<file path="config.mk">
export PLATFORM = sky130hd
export DESIGN_NAME = glrc_queue
export DESIGN_NICKNAME = d
export VERILOG_FILES = /design/src/rtl/gauge_link_row_reconstruct_core_macros.svh /design/src/rtl/glrc_pkg.sv /design/src/rtl/glrc_queue.sv
export SDC_FILE = /design/constraint.sdc
export NUM_CORES = 1
export LEC_CHECK = 0
export BUFFER_PORTS_ARGS = -buffer_cell sky130_fd_sc_hd__buf_2
export CAP_MARGIN = 20
export CORE_MARGIN = 4
export CORE_UTILIZATION = 30
export CTS_CLUSTER_DIAMETER = 100
export CTS_CLUSTER_SIZE = 16
export DETAILED_ROUTE_END_ITERATION = 6
export PLACE_DENSITY_LB_ADDON = 0.08
export SYNTH_ARGS = -nofsm -noshare
export SYNTH_HDL_FRONTEND = slang
export SYNTH_SLANG_ARGS = --single-unit
</file>
<file path="constraint.sdc">
create_clock -name i_clk -period 4.95 [get_ports i_clk]
set_clock_uncertainty 0.1 [all_clocks]
set_input_delay 0.7425 -clock i_clk [delete_from_list [all_inputs] [get_ports i_clk]]
set_output_delay 0.7425 -clock i_clk [all_outputs]
set_load 0.02 [all_outputs]
</file>
<file path="src/rtl/gauge_link_row_reconstruct_core_macros.svh">
// assertion macros used by the gauge link row reconstruct back end
`ifndef GAUGE_LINK_ROW_RECONSTRUCT_CORE_MACROS_SVH
`define GAUGE_LINK_ROW_RECONSTRUCT_CORE_MACROS_SVH

// same-cycle implication, disabled while in reset
`define GLRC_ASSERT_IMP(lbl, clk, rst_n, ante, cons, msg) \
    lbl: assert property (@(posedge clk) disable iff (!rst_n) (ante) |-> (cons)) \
        else $error(msg);

// next-cycle implication, disabled while in reset
`define GLRC_ASSERT_NXT(lbl, clk, rst_n, ante, cons, msg) \
    lbl: assert property (@(posedge clk) disable iff (!rst_n) (ante) |=> (cons)) \
        else $error(msg);

`endif

</file>
<file path="src/rtl/glrc_pkg.sv">
// shared constants and types of the gauge link row reconstruct block
package glrc_pkg;

    // lattice extent limits
    localparam int MAX_EXTENT = 64;
    localparam int EXT_CAP    = (MAX_EXTENT < 64) ? MAX_EXTENT : 64;

    // fixed point and queue defaults
    localparam int FRAC_BITS   = 30;
    localparam int QUEUE_DEPTH = 4;

    // configuration register indexes
    localparam logic [1:0] CFG_EXTENT_X    = 2'd0;
    localparam logic [1:0] CFG_EXTENT_Y    = 2'd1;
    localparam logic [1:0] CFG_EXTENT_Z    = 2'd2;
    localparam logic [1:0] CFG_ROWS_STORED = 2'd3;

    // configuration reset values
    localparam logic [6:0] EXTENT_RESET = 7'd8;
    localparam logic [1:0] ROWS_RESET   = 2'd2;
    localparam logic [1:0] ROWS_FULL    = 2'd3;

    // row index of the rebuilt row
    localparam logic [1:0] ROW_THIRD = 2'd2;

    // one classified element passed from front to back
    typedef struct packed {
        logic signed [31:0] re;
        logic signed [31:0] im;
        logic [5:0]         x;
        logic [5:0]         y;
        logic [5:0]         z;
        logic [1:0]         dir;
        logic [1:0]         row;
        logic [1:0]         col;
        logic               save;
        logic [2:0]         save_idx;
        logic               recon;
        logic               end_z;
    } t_entry;

endpackage

</file>
<file path="src/rtl/glrc_queue.sv">
// short first-in first-out queue between the front and back ends
module glrc_queue #(
    parameter int DEPTH = glrc_pkg::QUEUE_DEPTH
) (
    input  logic             i_clk,
    input  logic             i_rst_n,
    input  logic             i_push,
    input  glrc_pkg::t_entry i_data,
    output logic             o_ready,
    input  logic             i_pop,
    output logic             o_valid,
    output glrc_pkg::t_entry o_data
);

    localparam int AW = (DEPTH > 1) ? $clog2(DEPTH) : 1;
    localparam int CW = $clog2(DEPTH + 1);

    glrc_pkg::t_entry r_mem [DEPTH];
    logic [AW-1:0]    r_wr, r_rd;
    logic [CW-1:0]    r_count;

    assign o_ready = (r_count != CW'(DEPTH));
    assign o_valid = (r_count != '0);
    assign o_data  = r_mem[r_rd];

    // storage
    always_ff @(posedge i_clk) begin
        if (i_push) begin
            r_mem[r_wr] <= i_data;
        end
    end

    // pointers and fill level
    always_ff @(posedge i_clk) begin
        if (!i_rst_n) begin
            r_wr    <= '0;
            r_rd    <= '0;
            r_count <= '0;
        end else begin
            if (i_push) begin
                r_wr <= (r_wr == AW'(DEPTH - 1)) ? '0 : r_wr + 1'b1;
            end
            if (i_pop) begin
                r_rd <= (r_rd == AW'(DEPTH - 1)) ? '0 : r_rd + 1'b1;
            end
            case ({i_push, i_pop})
                2'b10:   r_count <= r_count + 1'b1;
                2'b01:   r_count <= r_count - 1'b1;
                default: r_count <= r_count;
            endcase
        end
    end

endmodule

</file>
# Word-level counts from Yosys, hierarchy flattened
# Memory sizes are Yosys's and may differ from the RTL's. A register that Yosys moved wholly into a read port is not among the register bits.
# Cells that the tools add are included.
[totals] ff_bits=7 latchBits=0 mem_bits_rw=376 rom_bits=0 input_bits=98 out_inout_bits=96 word_cells=22 memories=1
[classes] addsub=4 multipliers=0 div=0 magnitude_cmp=0 n_eq_ne=5 n_shift=0 muxes=7 bitwise=0 n_reduce_logical=2
[mem_list] memory="r_mem" depth=4 width=94 rd=1 rd_ports_with_merged_regs=1 write_ports=1 line_no="glrc_queue.sv:18" text="glrc_pkg::t_entry r_mem [DEPTH];"
[op_table] operator="2-bit two-way mux" count=4
[op_table] operator="2-bit == test (second input constant)" count=3
[op_table] operator="3-bit one-hot mux with 2 select lines" count=1
[op_table] operator="2-bit by 1-bit adder with 2-bit output (second input constant)" count=2
[op_table] operator="3-bit by 1-bit adder with 3-bit output (second input constant)" count=1
[op_table] operator="3-bit != test (second input constant)" count=1
[op_table] operator="3-bit nonzero test" count=1
[op_table] operator="3-bit by 1-bit subtractor with 3-bit output (second input constant)" count=1
[op_table] operator="2-bit by 1-bit == test with 1-bit output (second input constant)" count=1
[op_table] operator="1-bit two-way mux" count=2
[op_table] operator="2-bit nonzero test" count=1

# Logic depth before layout (Yosys ltp)
[depth] depth_word=4 depth_mapped=7 mapped_depth_nobuf=7

# Worst setup path after synthesis
# No wires, ideal clock.
[synth_timing] kind="input port to flip-flop" startpoint="input i_push" endpoint="memory r_mem[0][0] (netlist bit), enable pin" setup_ns=0.463 arrival_ns=2.918 required_ns=4.387 setup_slack_ns=1.469 cell_stages=1 path_buffers=0 path_cell_list="and2_1"
[synth_between] elab_chain_cells=2
[synth_lines] element="from (decl)" line_no="glrc_queue.sv:7" text="input logic i_push,"
[synth_lines] element="1-bit two-way mux" line_no="glrc_queue.sv:28" text="if (i_push) begin"
[synth_lines] element="1-bit two-way mux (not written as such)" line_no="glrc_queue.sv:29" text="r_mem[r_wr] <= i_data;"
[synth_lines] element="to (decl)" line_no="glrc_queue.sv:18"
# No other way between the ends.

==> reports/summary.txt <==
total wire length - 29900 µm
Cell Rows - 79
outcome - finished clean
Distinct cells, synth - 24
Critical Path Sink Type - output port
library cell occupying the most area in the post-synthesis netlist - edfxtp_1
number of sinks driven by the clock tree - 385
Slew Limit Fails - 0
Longest Clk Path Bufs - 3
Async SR Flop Fraction - 0%
YS warnings - 0
cells after synthesis - 538
half-perimeter wire length of the detailed placement result - 17600 µm
vias in the first global route - 6981
number of synthesized flops with an enable pin - 376
total power consumption of the routed design - 6.57 mW
overall die height - 225 µm
cell breakdown of the critical path - buf_4, mux4_2, buf_2
remaining antenna violation count after routing - 0
latest clock arrival within the worst-skew pair - 560 ps
Max stage delay cell, worst path - dfxtp_4
final-layout setup total negative slack - 0 ps
number of antenna violations at the first check in global routing - 7
post-synth net total - 643
maximum level of the CTS H-tree - 1
biggest area contributors in the synthesized netlist - edfxtp_1, mux4_2, dfxtp_1
Achievable Freq - 0.287 GHz
type of the most critical hold path - in2reg
setup repair after global routing missed its margin - no
Port Buf Inserts - 193
part of the Yosys area used for sequential elements - 81.4%
share of the synthesized area in the top cell type - 80.1%
Remaining DRCs - 0
die area - 50500 µm²
number of buffers added to fix hold violations after cts - 0
shortest clock period the worst path allows after layout - 3480 ps
Place WS - 1920 ps
pin count of the biggest net entering global routing - 54
clock buffers created by TritonCTS - 28
most common cell in the netlist - edfxtp_1
NumNets Final - 853
Synth Register Bits - 385
number of setup violations in the final report - 0
hold path depth - 1
cell area after synthesis - 14100 µm²
final hold vios - 0
peak supply drop - 0.236 mV
count of placed standard cells including taps - 1325
GP Congestion - 0.699
drt wl/cell - 21.7 µm
final setup slack of the worst path - 1470 ps
fillers - 4344
clock-pin transition on the worst setup and hold timing paths - 70 ps
number of optimization iterations in the first detailed-route pass - 4
clock tree from TritonCTS - yes
non-filler cells in the finished layout - 1378
fraction of layout instances using a drive strength above 1 - 43.0%
dominant synthesized flop cell - edfxtp_1
signed area change from the synthesized netlist to the final layout - 17.6%
worst slew margin relative to its limit - 45.4%
number of vias after detailed routing - 6253
Clk Tree Root Cell - clkbuf_16
global-route wire length before repair - 44600 µm
count of buffers added by post-CTS timing repair for setup - 0
power per unit of standard cell area - 396 nW/µm²
# IOs - 194
core utilization of the finished layout - 35.7%
Crit Path Category - reg2out
Worst Path Required - 4110 ps
Critical path buffers and inverters - 2
Mapped Avg Cell Area - 26.2 µm²
arrival time worst endpoint - 2640 ps
cell family with most CP delay - flip-flops
max-capacitance violation count - 0
Slew @ Worst Pin - 819 ps
post-detailed-placement cell area - 15800 µm²
most frequent cells after synthesis - edfxtp_1, mux4_2, dfxtp_1
floorplan die width - 225 µm
maximum fanout encountered on the critical timing path - 37
standard cell core area - 46500 µm²
startpoint type of the worst setup path - register
drt initial violations - 343
GRT Residual Overflow - 0
origin of the worst min-delay path - i_data[22]
detail-routed via count per cell - 4.54
final hold slack - 292 ps
GRT Resource Usage Total - 11.7%
Tcrit/Tclk final - 70.4%
count of cells along the worst register-to-register path - 4
post-route cell area - 16600 µm²
number of gates on the worst path with buffers counted - 3
initial core utilization - 30.3%
max incr delay on CP - 890 ps
CTS-repair resized insts - 0
leakage component of the power - 5.38 nW
reg2reg start - r_wr[0]$_SDFFE_PN0P_
logic make-up (layout without fill, tap and decap cells):
family | Yosys count | in the layout | share of synthesized area [%]
flip-flops | 385 | 385 | 81.4
multiplexers | 96 | 96 | 15.2
buffers and inverters | 27 | 259 | 1.72
AND/OR/NAND/NOR | 16 | 16 | 0.701
adder cells (fa/ha/maj) | 7 | 7 | 0.675
AO/OA/AOI/OAI | 5 | 5 | 0.213
XOR/XNOR | 2 | 2 | 0.124
other | 0 | 1 | 0
layout make-up:
type	instances	area (µm²)	area share [%]
repair buffers	201	1100	6.64
inverters	6	22.5	0.136
diodes	1	2.50	0.0151
clock inverters	1	16.3	0.0981
multi-input cells	126	2390	14.4
clock buffers	51	808	4.88
well taps	607	759	4.58
flip-flops and latches	385	11500	69.2
metal layers:
| layer | part of all wire (%) | track usage (%) | vias up | wire length (µm) |
|---|---|---|---|---|
| met4 | 1.7 | 2.77 | 12 | 513 |
| met1 | 43 | 15.2 | 3330 | 12800 |
| met5 | 0.28 | 0 | - | 83 |
| met2 | 49 | 19.6 | 144 | 14700 |
| li1 | - | - | 2723 | - |
| met3 | 6.1 | 3.30 | 44 | 1830 |
final timing paths:
kind	to	slack [ps]
max	o_data[48]	1470
min	r_mem[2][22]$_DFFE_PP_	290
max reg2reg	r_mem[2][17]$_DFFE_PP_	2790
min reg2reg	r_count[2]$_SDFFE_PN0P_	430
placed cells by master, fill, tap and decap left out, types with 6 or more instances in the layout:
cell type	Yosys	layout
clkbuf_16	0	29
buf_2	7	193
dfxtp_1	9	7
inv_1	6	6
clkbuf_1	0	22
buf_12	7	6
edfxtp_1	376	376
mux4_2	94	94
ha_1	6	6
registers in the layout, indices dropped and copies added (netlist names), named ones only:
register	flops
r_rd	2
r_wr	2
r_count	3
r_mem	376
where the power goes:
part | total [mW] | switching (mW) | internal, mW
clock | 2.16 | 1.05 | 1.10
sequential | 3.77 | 0.0552 | 3.71
combinational | 0.649 | 0.386 | 0.263
total | 6.57 | 1.49 | 5.08
(Power assumes the default switching activity.)
