[src/rtl/gauge_link_row_reconstruct_core_macros.svh]
// assertion macros used by the gauge link row reconstruct back end
`ifndef GAUGE_LINK_ROW_RECONSTRUCT_CORE_MACROS_SVH
`define GAUGE_LINK_ROW_RECONSTRUCT_CORE_MACROS_SVH

// same-cycle implication, disabled while in reset
`define GLRC_ASSERT_IMP(lbl, clk, rst_n, ante, cons, msg) \
    lbl: assert property (@(posedge clk) disable iff (!rst_n) (ante) |-> (cons)) \
        else $error(msg);

// next-cycle implication, disabled while in reset
`define GLRC_ASSERT_NXT(lbl, clk, rst_n, ante, cons, msg) \
    lbl: assert property (@(posedge clk) disable iff (!rst_n) (ante) |=> (cons)) \
        else $error(msg);

`endif

[src/rtl/glrc_pkg.sv]
// shared constants and types of the gauge link row reconstruct block
package glrc_pkg;

    // lattice extent limits
    localparam int MAX_EXTENT = 64;
    localparam int EXT_CAP    = (MAX_EXTENT < 64) ? MAX_EXTENT : 64;

    // fixed point and queue defaults
    localparam int FRAC_BITS   = 30;
    localparam int QUEUE_DEPTH = 4;

    // configuration register indexes
    localparam logic [1:0] CFG_EXTENT_X    = 2'd0;
    localparam logic [1:0] CFG_EXTENT_Y    = 2'd1;
    localparam logic [1:0] CFG_EXTENT_Z    = 2'd2;
    localparam logic [1:0] CFG_ROWS_STORED = 2'd3;

    // configuration reset values
    localparam logic [6:0] EXTENT_RESET = 7'd8;
    localparam logic [1:0] ROWS_RESET   = 2'd2;
    localparam logic [1:0] ROWS_FULL    = 2'd3;

    // row index of the rebuilt row
    localparam logic [1:0] ROW_THIRD = 2'd2;

    // one classified element passed from front to back
    typedef struct packed {
        logic signed [31:0] re;
        logic signed [31:0] im;
        logic [5:0]         x;
        logic [5:0]         y;
        logic [5:0]         z;
        logic [1:0]         dir;
        logic [1:0]         row;
        logic [1:0]         col;
        logic               save;
        logic [2:0]         save_idx;
        logic               recon;
        logic               end_z;
    } t_entry;

endpackage

[src/rtl/glrc_front.sv]
// front end: configuration, lattice position tracking and element classification
module glrc_front (
    input  logic                 i_clk,
    input  logic                 i_rst_n,
    input  logic                 i_cfg_we,
    input  logic [1:0]           i_cfg_idx,
    input  logic [6:0]           i_cfg_data,
    input  logic                 i_in_valid,
    output logic                 o_in_ready,
    input  logic signed [31:0]   i_elem_re,
    input  logic signed [31:0]   i_elem_im,
    output logic                 o_push,
    input  logic                 i_q_ready,
    output glrc_pkg::t_entry     o_entry
);

    logic [6:0] r_ext_x, r_ext_y, r_ext_z;
    logic [1:0] r_rows;
    logic [1:0] r_col, r_row, r_dir;
    logic [5:0] r_x, r_y, r_z;
    logic [1:0] n_col, n_row, n_dir;
    logic [5:0] n_x, n_y, n_z;

    logic       three_rows;
    logic       end_row, end_dir, end_site, end_x, end_y, end_z;
    logic [3:0] flat_idx;
    logic       accept;

    // last coordinate along an axis, with out-of-range extents clamped
    function automatic logic [5:0] last_pos(input logic [6:0] e);
        if (e == 7'd0) begin
            return 6'd0;
        end else if (e > 7'(glrc_pkg::EXT_CAP)) begin
            return 6'(glrc_pkg::EXT_CAP - 1);
        end else begin
            return 6'(e - 7'd1);
        end
    endfunction

    assign accept     = i_in_valid && i_q_ready;
    assign o_in_ready = i_q_ready;
    assign o_push     = accept;

    // configuration writes
    always_ff @(posedge i_clk) begin
        if (!i_rst_n) begin
            r_ext_x <= glrc_pkg::EXTENT_RESET;
            r_ext_y <= glrc_pkg::EXTENT_RESET;
            r_ext_z <= glrc_pkg::EXTENT_RESET;
            r_rows  <= glrc_pkg::ROWS_RESET;
        end else if (i_cfg_we) begin
            case (i_cfg_idx)
                glrc_pkg::CFG_EXTENT_X:    r_ext_x <= i_cfg_data;
                glrc_pkg::CFG_EXTENT_Y:    r_ext_y <= i_cfg_data;
                glrc_pkg::CFG_EXTENT_Z:    r_ext_z <= i_cfg_data;
                glrc_pkg::CFG_ROWS_STORED: r_rows  <= i_cfg_data[1:0];
                default: begin
                end
            endcase
        end
    end

    // span ends at the current position
    assign three_rows = (r_rows == glrc_pkg::ROWS_FULL);
    assign end_row    = (r_col >= 2'd2);
    assign end_dir    = end_row && (r_row >= (three_rows ? 2'd2 : 2'd1));
    assign end_site   = end_dir && (r_dir >= 2'd3);
    assign end_x      = end_site && (r_x >= last_pos(r_ext_x));
    assign end_y      = end_x && (r_y >= last_pos(r_ext_y));
    assign end_z      = end_y && (r_z >= last_pos(r_ext_z));
    assign flat_idx   = 4'(r_row) * 4'd3 + 4'(r_col);

    // classified element towards the queue
    always_comb begin
        o_entry.re       = i_elem_re;
        o_entry.im       = i_elem_im;
        o_entry.x        = r_x;
        o_entry.y        = r_y;
        o_entry.z        = r_z;
        o_entry.dir      = r_dir + 2'd1;
        o_entry.row      = r_row;
        o_entry.col      = r_col;
        o_entry.save     = (r_row < 2'd2) && (flat_idx < 4'd5);
        o_entry.save_idx = flat_idx[2:0];
        o_entry.recon    = !three_rows && end_dir;
        o_entry.end_z    = end_z;
    end

    // next position
    always_comb begin
        n_col = end_row ? 2'd0 : r_col + 2'd1;
        n_row = r_row;
        n_dir = r_dir;
        n_x   = r_x;
        n_y   = r_y;
        n_z   = r_z;
        if (end_row) begin
            n_row = end_dir ? 2'd0 : r_row + 2'd1;
        end
        if (end_dir) begin
            n_dir = end_site ? 2'd0 : r_dir + 2'd1;
        end
        if (end_site) begin
            n_x = end_x ? 6'd0 : r_x + 6'd1;
        end
        if (end_x) begin
            n_y = end_y ? 6'd0 : r_y + 6'd1;
        end
        if (end_y) begin
            n_z = end_z ? 6'd0 : r_z + 6'd1;
        end
    end

    always_ff @(posedge i_clk) begin
        if (!i_rst_n) begin
            r_col <= 2'd0;
            r_row <= 2'd0;
            r_dir <= 2'd0;
            r_x   <= 6'd0;
            r_y   <= 6'd0;
            r_z   <= 6'd0;
        end else if (accept) begin
            r_col <= n_col;
            r_row <= n_row;
            r_dir <= n_dir;
            r_x   <= n_x;
            r_y   <= n_y;
            r_z   <= n_z;
        end
    end

endmodule

[config.mk]
export PLATFORM = sky130hd
export DESIGN_NAME = glrc_front
export DESIGN_NICKNAME = d
export VERILOG_FILES = /design/src/rtl/gauge_link_row_reconstruct_core_macros.svh /design/src/rtl/glrc_pkg.sv /design/src/rtl/glrc_front.sv
export SDC_FILE = /design/constraint.sdc
export NUM_CORES = 1
export LEC_CHECK = 0
export ABC_CLOCK_PERIOD_IN_PS = 8240
export BUFFER_PORTS_ARGS = -buffer_cell sky130_fd_sc_hd__buf_2
export CAP_MARGIN = 15
export CORE_UTILIZATION = 45
export CTS_CLUSTER_DIAMETER = 100
export DETAILED_ROUTE_END_ITERATION = 10
export PLACE_DENSITY = 0.84
export SYNTH_ARGS = -nofsm -noshare
export SYNTH_HDL_FRONTEND = slang
export SYNTH_SLANG_ARGS = --single-unit
[constraint.sdc]
create_clock -name i_clk -period 8.24 [get_ports i_clk]
set_clock_uncertainty 0.05 [all_clocks]
set_input_delay 0.824 -clock i_clk [delete_from_list [all_inputs] [get_ports i_clk]]
set_output_delay 0.824 -clock i_clk [all_outputs]
set_load 0.005 [all_outputs]
# Word-level counts from Yosys, hierarchy flattened
# Cells that the tools add are included.
[word_totals]
reg_bits = 47
wordCells = 71
[classes]
addsub = 10
n_mul = 1
magnitude_cmp = 11
n_eq_ne = 4
muxes = 13
n_reduce_logical = 22
[ops]
columns = ["operator", "count"]
rows = [
  ["6-bit 2-to-1 mux", 9],
  ["7-bit greater-than comparator (second input constant)", 3],
  ["7-bit zero test", 3],
  ["6-bit by 1-bit adder with 6-bit output (second input constant)", 3],
  ["6-bit greater-or-equal comparator", 3],
  ["2-bit AND reduction", 9],
  ["6-bit by 1-bit subtractor with 6-bit output (second input constant)", 3],
  ["1-bit logical AND", 8],
  ["2-bit 2-to-1 mux", 4],
  ["2-bit by 1-bit adder with 2-bit output (second input constant)", 3],
  ["2-bit == test (second input constant)", 3],
  ["4-bit by 2-bit adder with 4-bit output", 1],
  ["2-bit greater-or-equal comparator (second input constant)", 2],
  ["4-bit by 3-bit < comparator with 1-bit output (second input constant)", 1],
  ["2-bit by 2-bit multiplier with 4-bit output (second input constant)", 1],
  ["2-bit by 1-bit == test with 1-bit output (second input constant)", 1],
  ["2-bit greater-or-equal comparator", 1],
  ["2-bit zero test", 1],
  ["2-bit < comparator (second input constant)", 1],
  ["1-bit zero test", 1],
]

# Depth between registers and ports, before layout
[logic_depth]
ltp_word = 9
ltp_mapped = 13
mapped_depth_nobuf = 12

# Least setup slack after synthesis
# OpenSTA, ideal clock, no wires.
[synth_path]
path_kind = "flip-flop to output port"
from = "register r_ext_z[0]"
to = "output o_entry[0] (netlist name)"
arrival_ns = 2.359
t_required_ns = 7.366
setup_slack_ns = 5.007
path_stages_with_launch = 12
n_path_buf = 2
cell_sequence = "dfxtp_1 inv_1 ha_1 and3b_1 clkbuf_1 maj3_1 ha_1 nand2_1 o21ai_0 a221oi_4 nor4_1 buf_4"
[synth_between]
elab_chain_len = 5
elab_cells_between_ends = 7
classes_between = "1 x add/sub; 2 x order compare; 2 x mux; 2 x reduce/logical"
[synth_lines]
columns = ["element", "line_no", "source"]
rows = [
  ["start: declaration", "glrc_front.sv:17", "logic [6:0] r_ext_x, r_ext_y, r_ext_z;"],
  ["start signal: assignment", "glrc_front.sv:49", "r_ext_z <= glrc_pkg::EXTENT_RESET;"],
  ["start signal: assignment", "glrc_front.sv:55", "glrc_pkg::CFG_EXTENT_Z: r_ext_z <= i_cfg_data;"],
  ["6-bit by 1-bit subtractor with 6-bit output or 7-bit greater-than comparator (tied branches)", "glrc_front.sv:36, glrc_front.sv:33", ""],
  ["6-bit 2-to-1 mux", "glrc_front.sv:33", "end else if (e > 7'(glrc_pkg::EXT_CAP)) begin"],
  ["6-bit 2-to-1 mux (*)", "glrc_front.sv:31", "if (e == 7'd0) begin"],
  ["6-bit greater-or-equal comparator (*)", "glrc_front.sv:70", "assign end_z = end_y && (r_z >= last_pos(r_ext_z));"],
  ["1-bit logical AND (*)", "glrc_front.sv:70", ""],
  ["end: declaration", "glrc_front.sv:14", "output glrc_pkg::t_entry o_entry"],
]
# Mark *: on every way between the ends. The rest lies on a longest branch, timed or not.

==> reports/metrics.cfg <==
[outcome]
status = completed

[worst_setup_path]
rrSetupSlack_ps = 5210
cp-start-kind = flip-flop
arrival_ps = 2980
end_kind = primary output
critPathMaxFanout = 17
setup.worst_path.class = reg -> out
required_ps = 7370

[die]
fp.coreArea_um2 = 7770
fp.dieH_um = 92.0
die_area_um2 = 8450
start_util = 0.469
die_w_um = 92.0
io_pins = 174
rows = 32

[route]
drtIter0Drc = 108
dr.pass1.iters = 4
avgRoutedWirePerCell_um = 15.3
num_vias = 2860
postRouteAntennaNets = 0
wl_um = 7840
drc = 0
viasPerCell = 5.58

[timing]
timing.fmax_ghz = 0.259
tns_ps = 0
finalSetupViolCount = 0
drv_slew = 0
post-route-period-util = 0.468
hold_viol = 0
slew_headroom = 0.502
fin_crit_ps = 3850
rsz0062_at_grt = false
worstMarginPinSlew_ps = 746

[finish]
final_layout_size_suffix_gt1_frac = 0.146
areaGrowthSynthToFinish_pct = -2.16
fillerInstances = 770
utilization = 0.459
final_nets = 523
diodes = 0

[synth]
netlist_area_um2 = 3640
synth_ff_type = dfxtp_1
async_flop_share = 0
synth_edf_count = 0
ys_types = 49
syn_inst = 435
syn_area_per_cell_um2 = 8.37
ys_seq_elements = 47
yosysSeqAreaShare = 0.258
ys_warn_count = 0
syn_nets = 548

[global_routing]
grt_use_total = 0.184
antenna_found_initial = 0
grt_max_degree = 51
grt_pass1_wl_um = 12700
grt_pass1_vias = 2801
gr-total-overflow = 0

[clock_tree]
root_buffer = clkbuf_8
path_clk_slew_ps = 90
clkSinkCount = 47
cts_tree = built
cts_resized = 0
numCtsBuffers = 5
postCtsHoldBufs = 0
worstSkewPairLatency_ps = 300
cts_setup_buffers = 0
clockBufferDepth = 2
htreeDepth = 2

[power]
peakVddDrop_uv = 64.5
leakage_uw = 0.00161
p_total_uw = 472
p_per_area_nw_per_um2 = 132

[job]
drv_cap = 0

[placed_design]
dpl.hpwl_um = 6100
port_buffers = 45
gp_congestion = 0.845

[hold_path]
hold_class = reg -> reg

==> cell usage in the layout, fill, tap and decap left out, drive strengths merged, types with 7 or more instances in the layout <==
cell type,netlist,routed
a21oi,22,22
and3,11,11
buf,70,46
dfxtp,47,47
ha,33,33
inv,22,22
mux2i,21,21
nand2,39,39
nand3,13,13
nor2,19,19
nor2b,24,24
nor3,13,13
o21ai,11,11
xor2,7,7
==> synth_stat cells, drive strengths merged (11+ instances only) <==
cell	n	share of area
o21ai	11	0.015
ha	33	0.11
buf	70	0.14
nor2	19	0.020
a21oi	22	0.030
inv	22	0.023
nor3	13	0.018
nand3	13	0.019
and3	11	0.020
nand2	39	0.040
dfxtp	47	0.26
nor2b	24	0.041
mux2i	21	0.058
==> layout make-up <==
class	count	area, um^2	share of cell area
repair buffers	46	233	0.0653
inverters	22	82.6	0.0232
clock buffers	6	82.6	0.0232
clock inverters	2	35.0	0.00983
flip-flops and latches	47	941	0.264
multi-input cells	288	2060	0.579
well taps	102	128	0.0358
==> kinds of logic after synthesis <==
kind of cell,Yosys count,share of synthesized area
multiplexers,21,0.0577
flip-flops,47,0.258
XOR/XNOR,13,0.0313
buffers and inverters,100,0.176
adder cells (fa/ha/maj),39,0.135
AO/OA/AOI/OAI,70,0.133
AND/OR/NAND/NOR,145,0.209
==> registers in the layout, indices dropped and copies added (netlist names) <==
register,count
r_ext_z,7
r_y,6
r_x,6
r_rows,2
r_col,2
r_z,6
r_ext_y,7
r_dir,2
r_ext_x,7
r_row,2
==> critical path: stages, from the launching register on <==
cell       delay, ps
dfxtp_1          360
inv_1             90
ha_1             220
nand3b_1         100
inv_1             80
nor2_1           190
o21ai_0          150
ha_1             310
a2111oi_1        510
a21o_2           380
nor4_1           110
buf_2            160
==> layer usage <==
layer / vias up / share of wire / track usage
li1: 1399 / - / -
met1: 1318 / 0.43 / 0.217
met2: 115 / 0.47 / 0.316
met3: 28 / 0.076 / 0.0448
met4: 0 / 0.025 / 0.0755
met5: - / 0 / 0.0128
==> worst paths after layout <==
| check | startpoint | endpoint | depth (start not counted) |
|---|---|---|---|
| max | r_ext_x[0] | o_entry[0] | 11 |
| min reg2reg | r_dir[1] | r_dir[1] | 2 |
| max reg2reg | r_ext_y[0] | r_y[0] | 10 |
| min | r_dir[1] | r_dir[1] | 2 |
==> through the flow <==
stage	hold slack, ps	instance area, um^2	instances	setup slack [ps]
final	441	3560	513	4390
after global routing	475	3560	513	4150
after CTS	448	3560	513	4390
after detailed placement	433	3440	505	4810
after global placement	407	3440	505	4890
after floorplan	394	3640	435	5010
==> power by group <==
part,switching [uW],internal (uW),total [uW]
clock network,78.0,98.2,176
logic,33.0,26.1,59.2
registers,4.91,231,236
total,116,356,472
(Power assumes the default switching activity.)
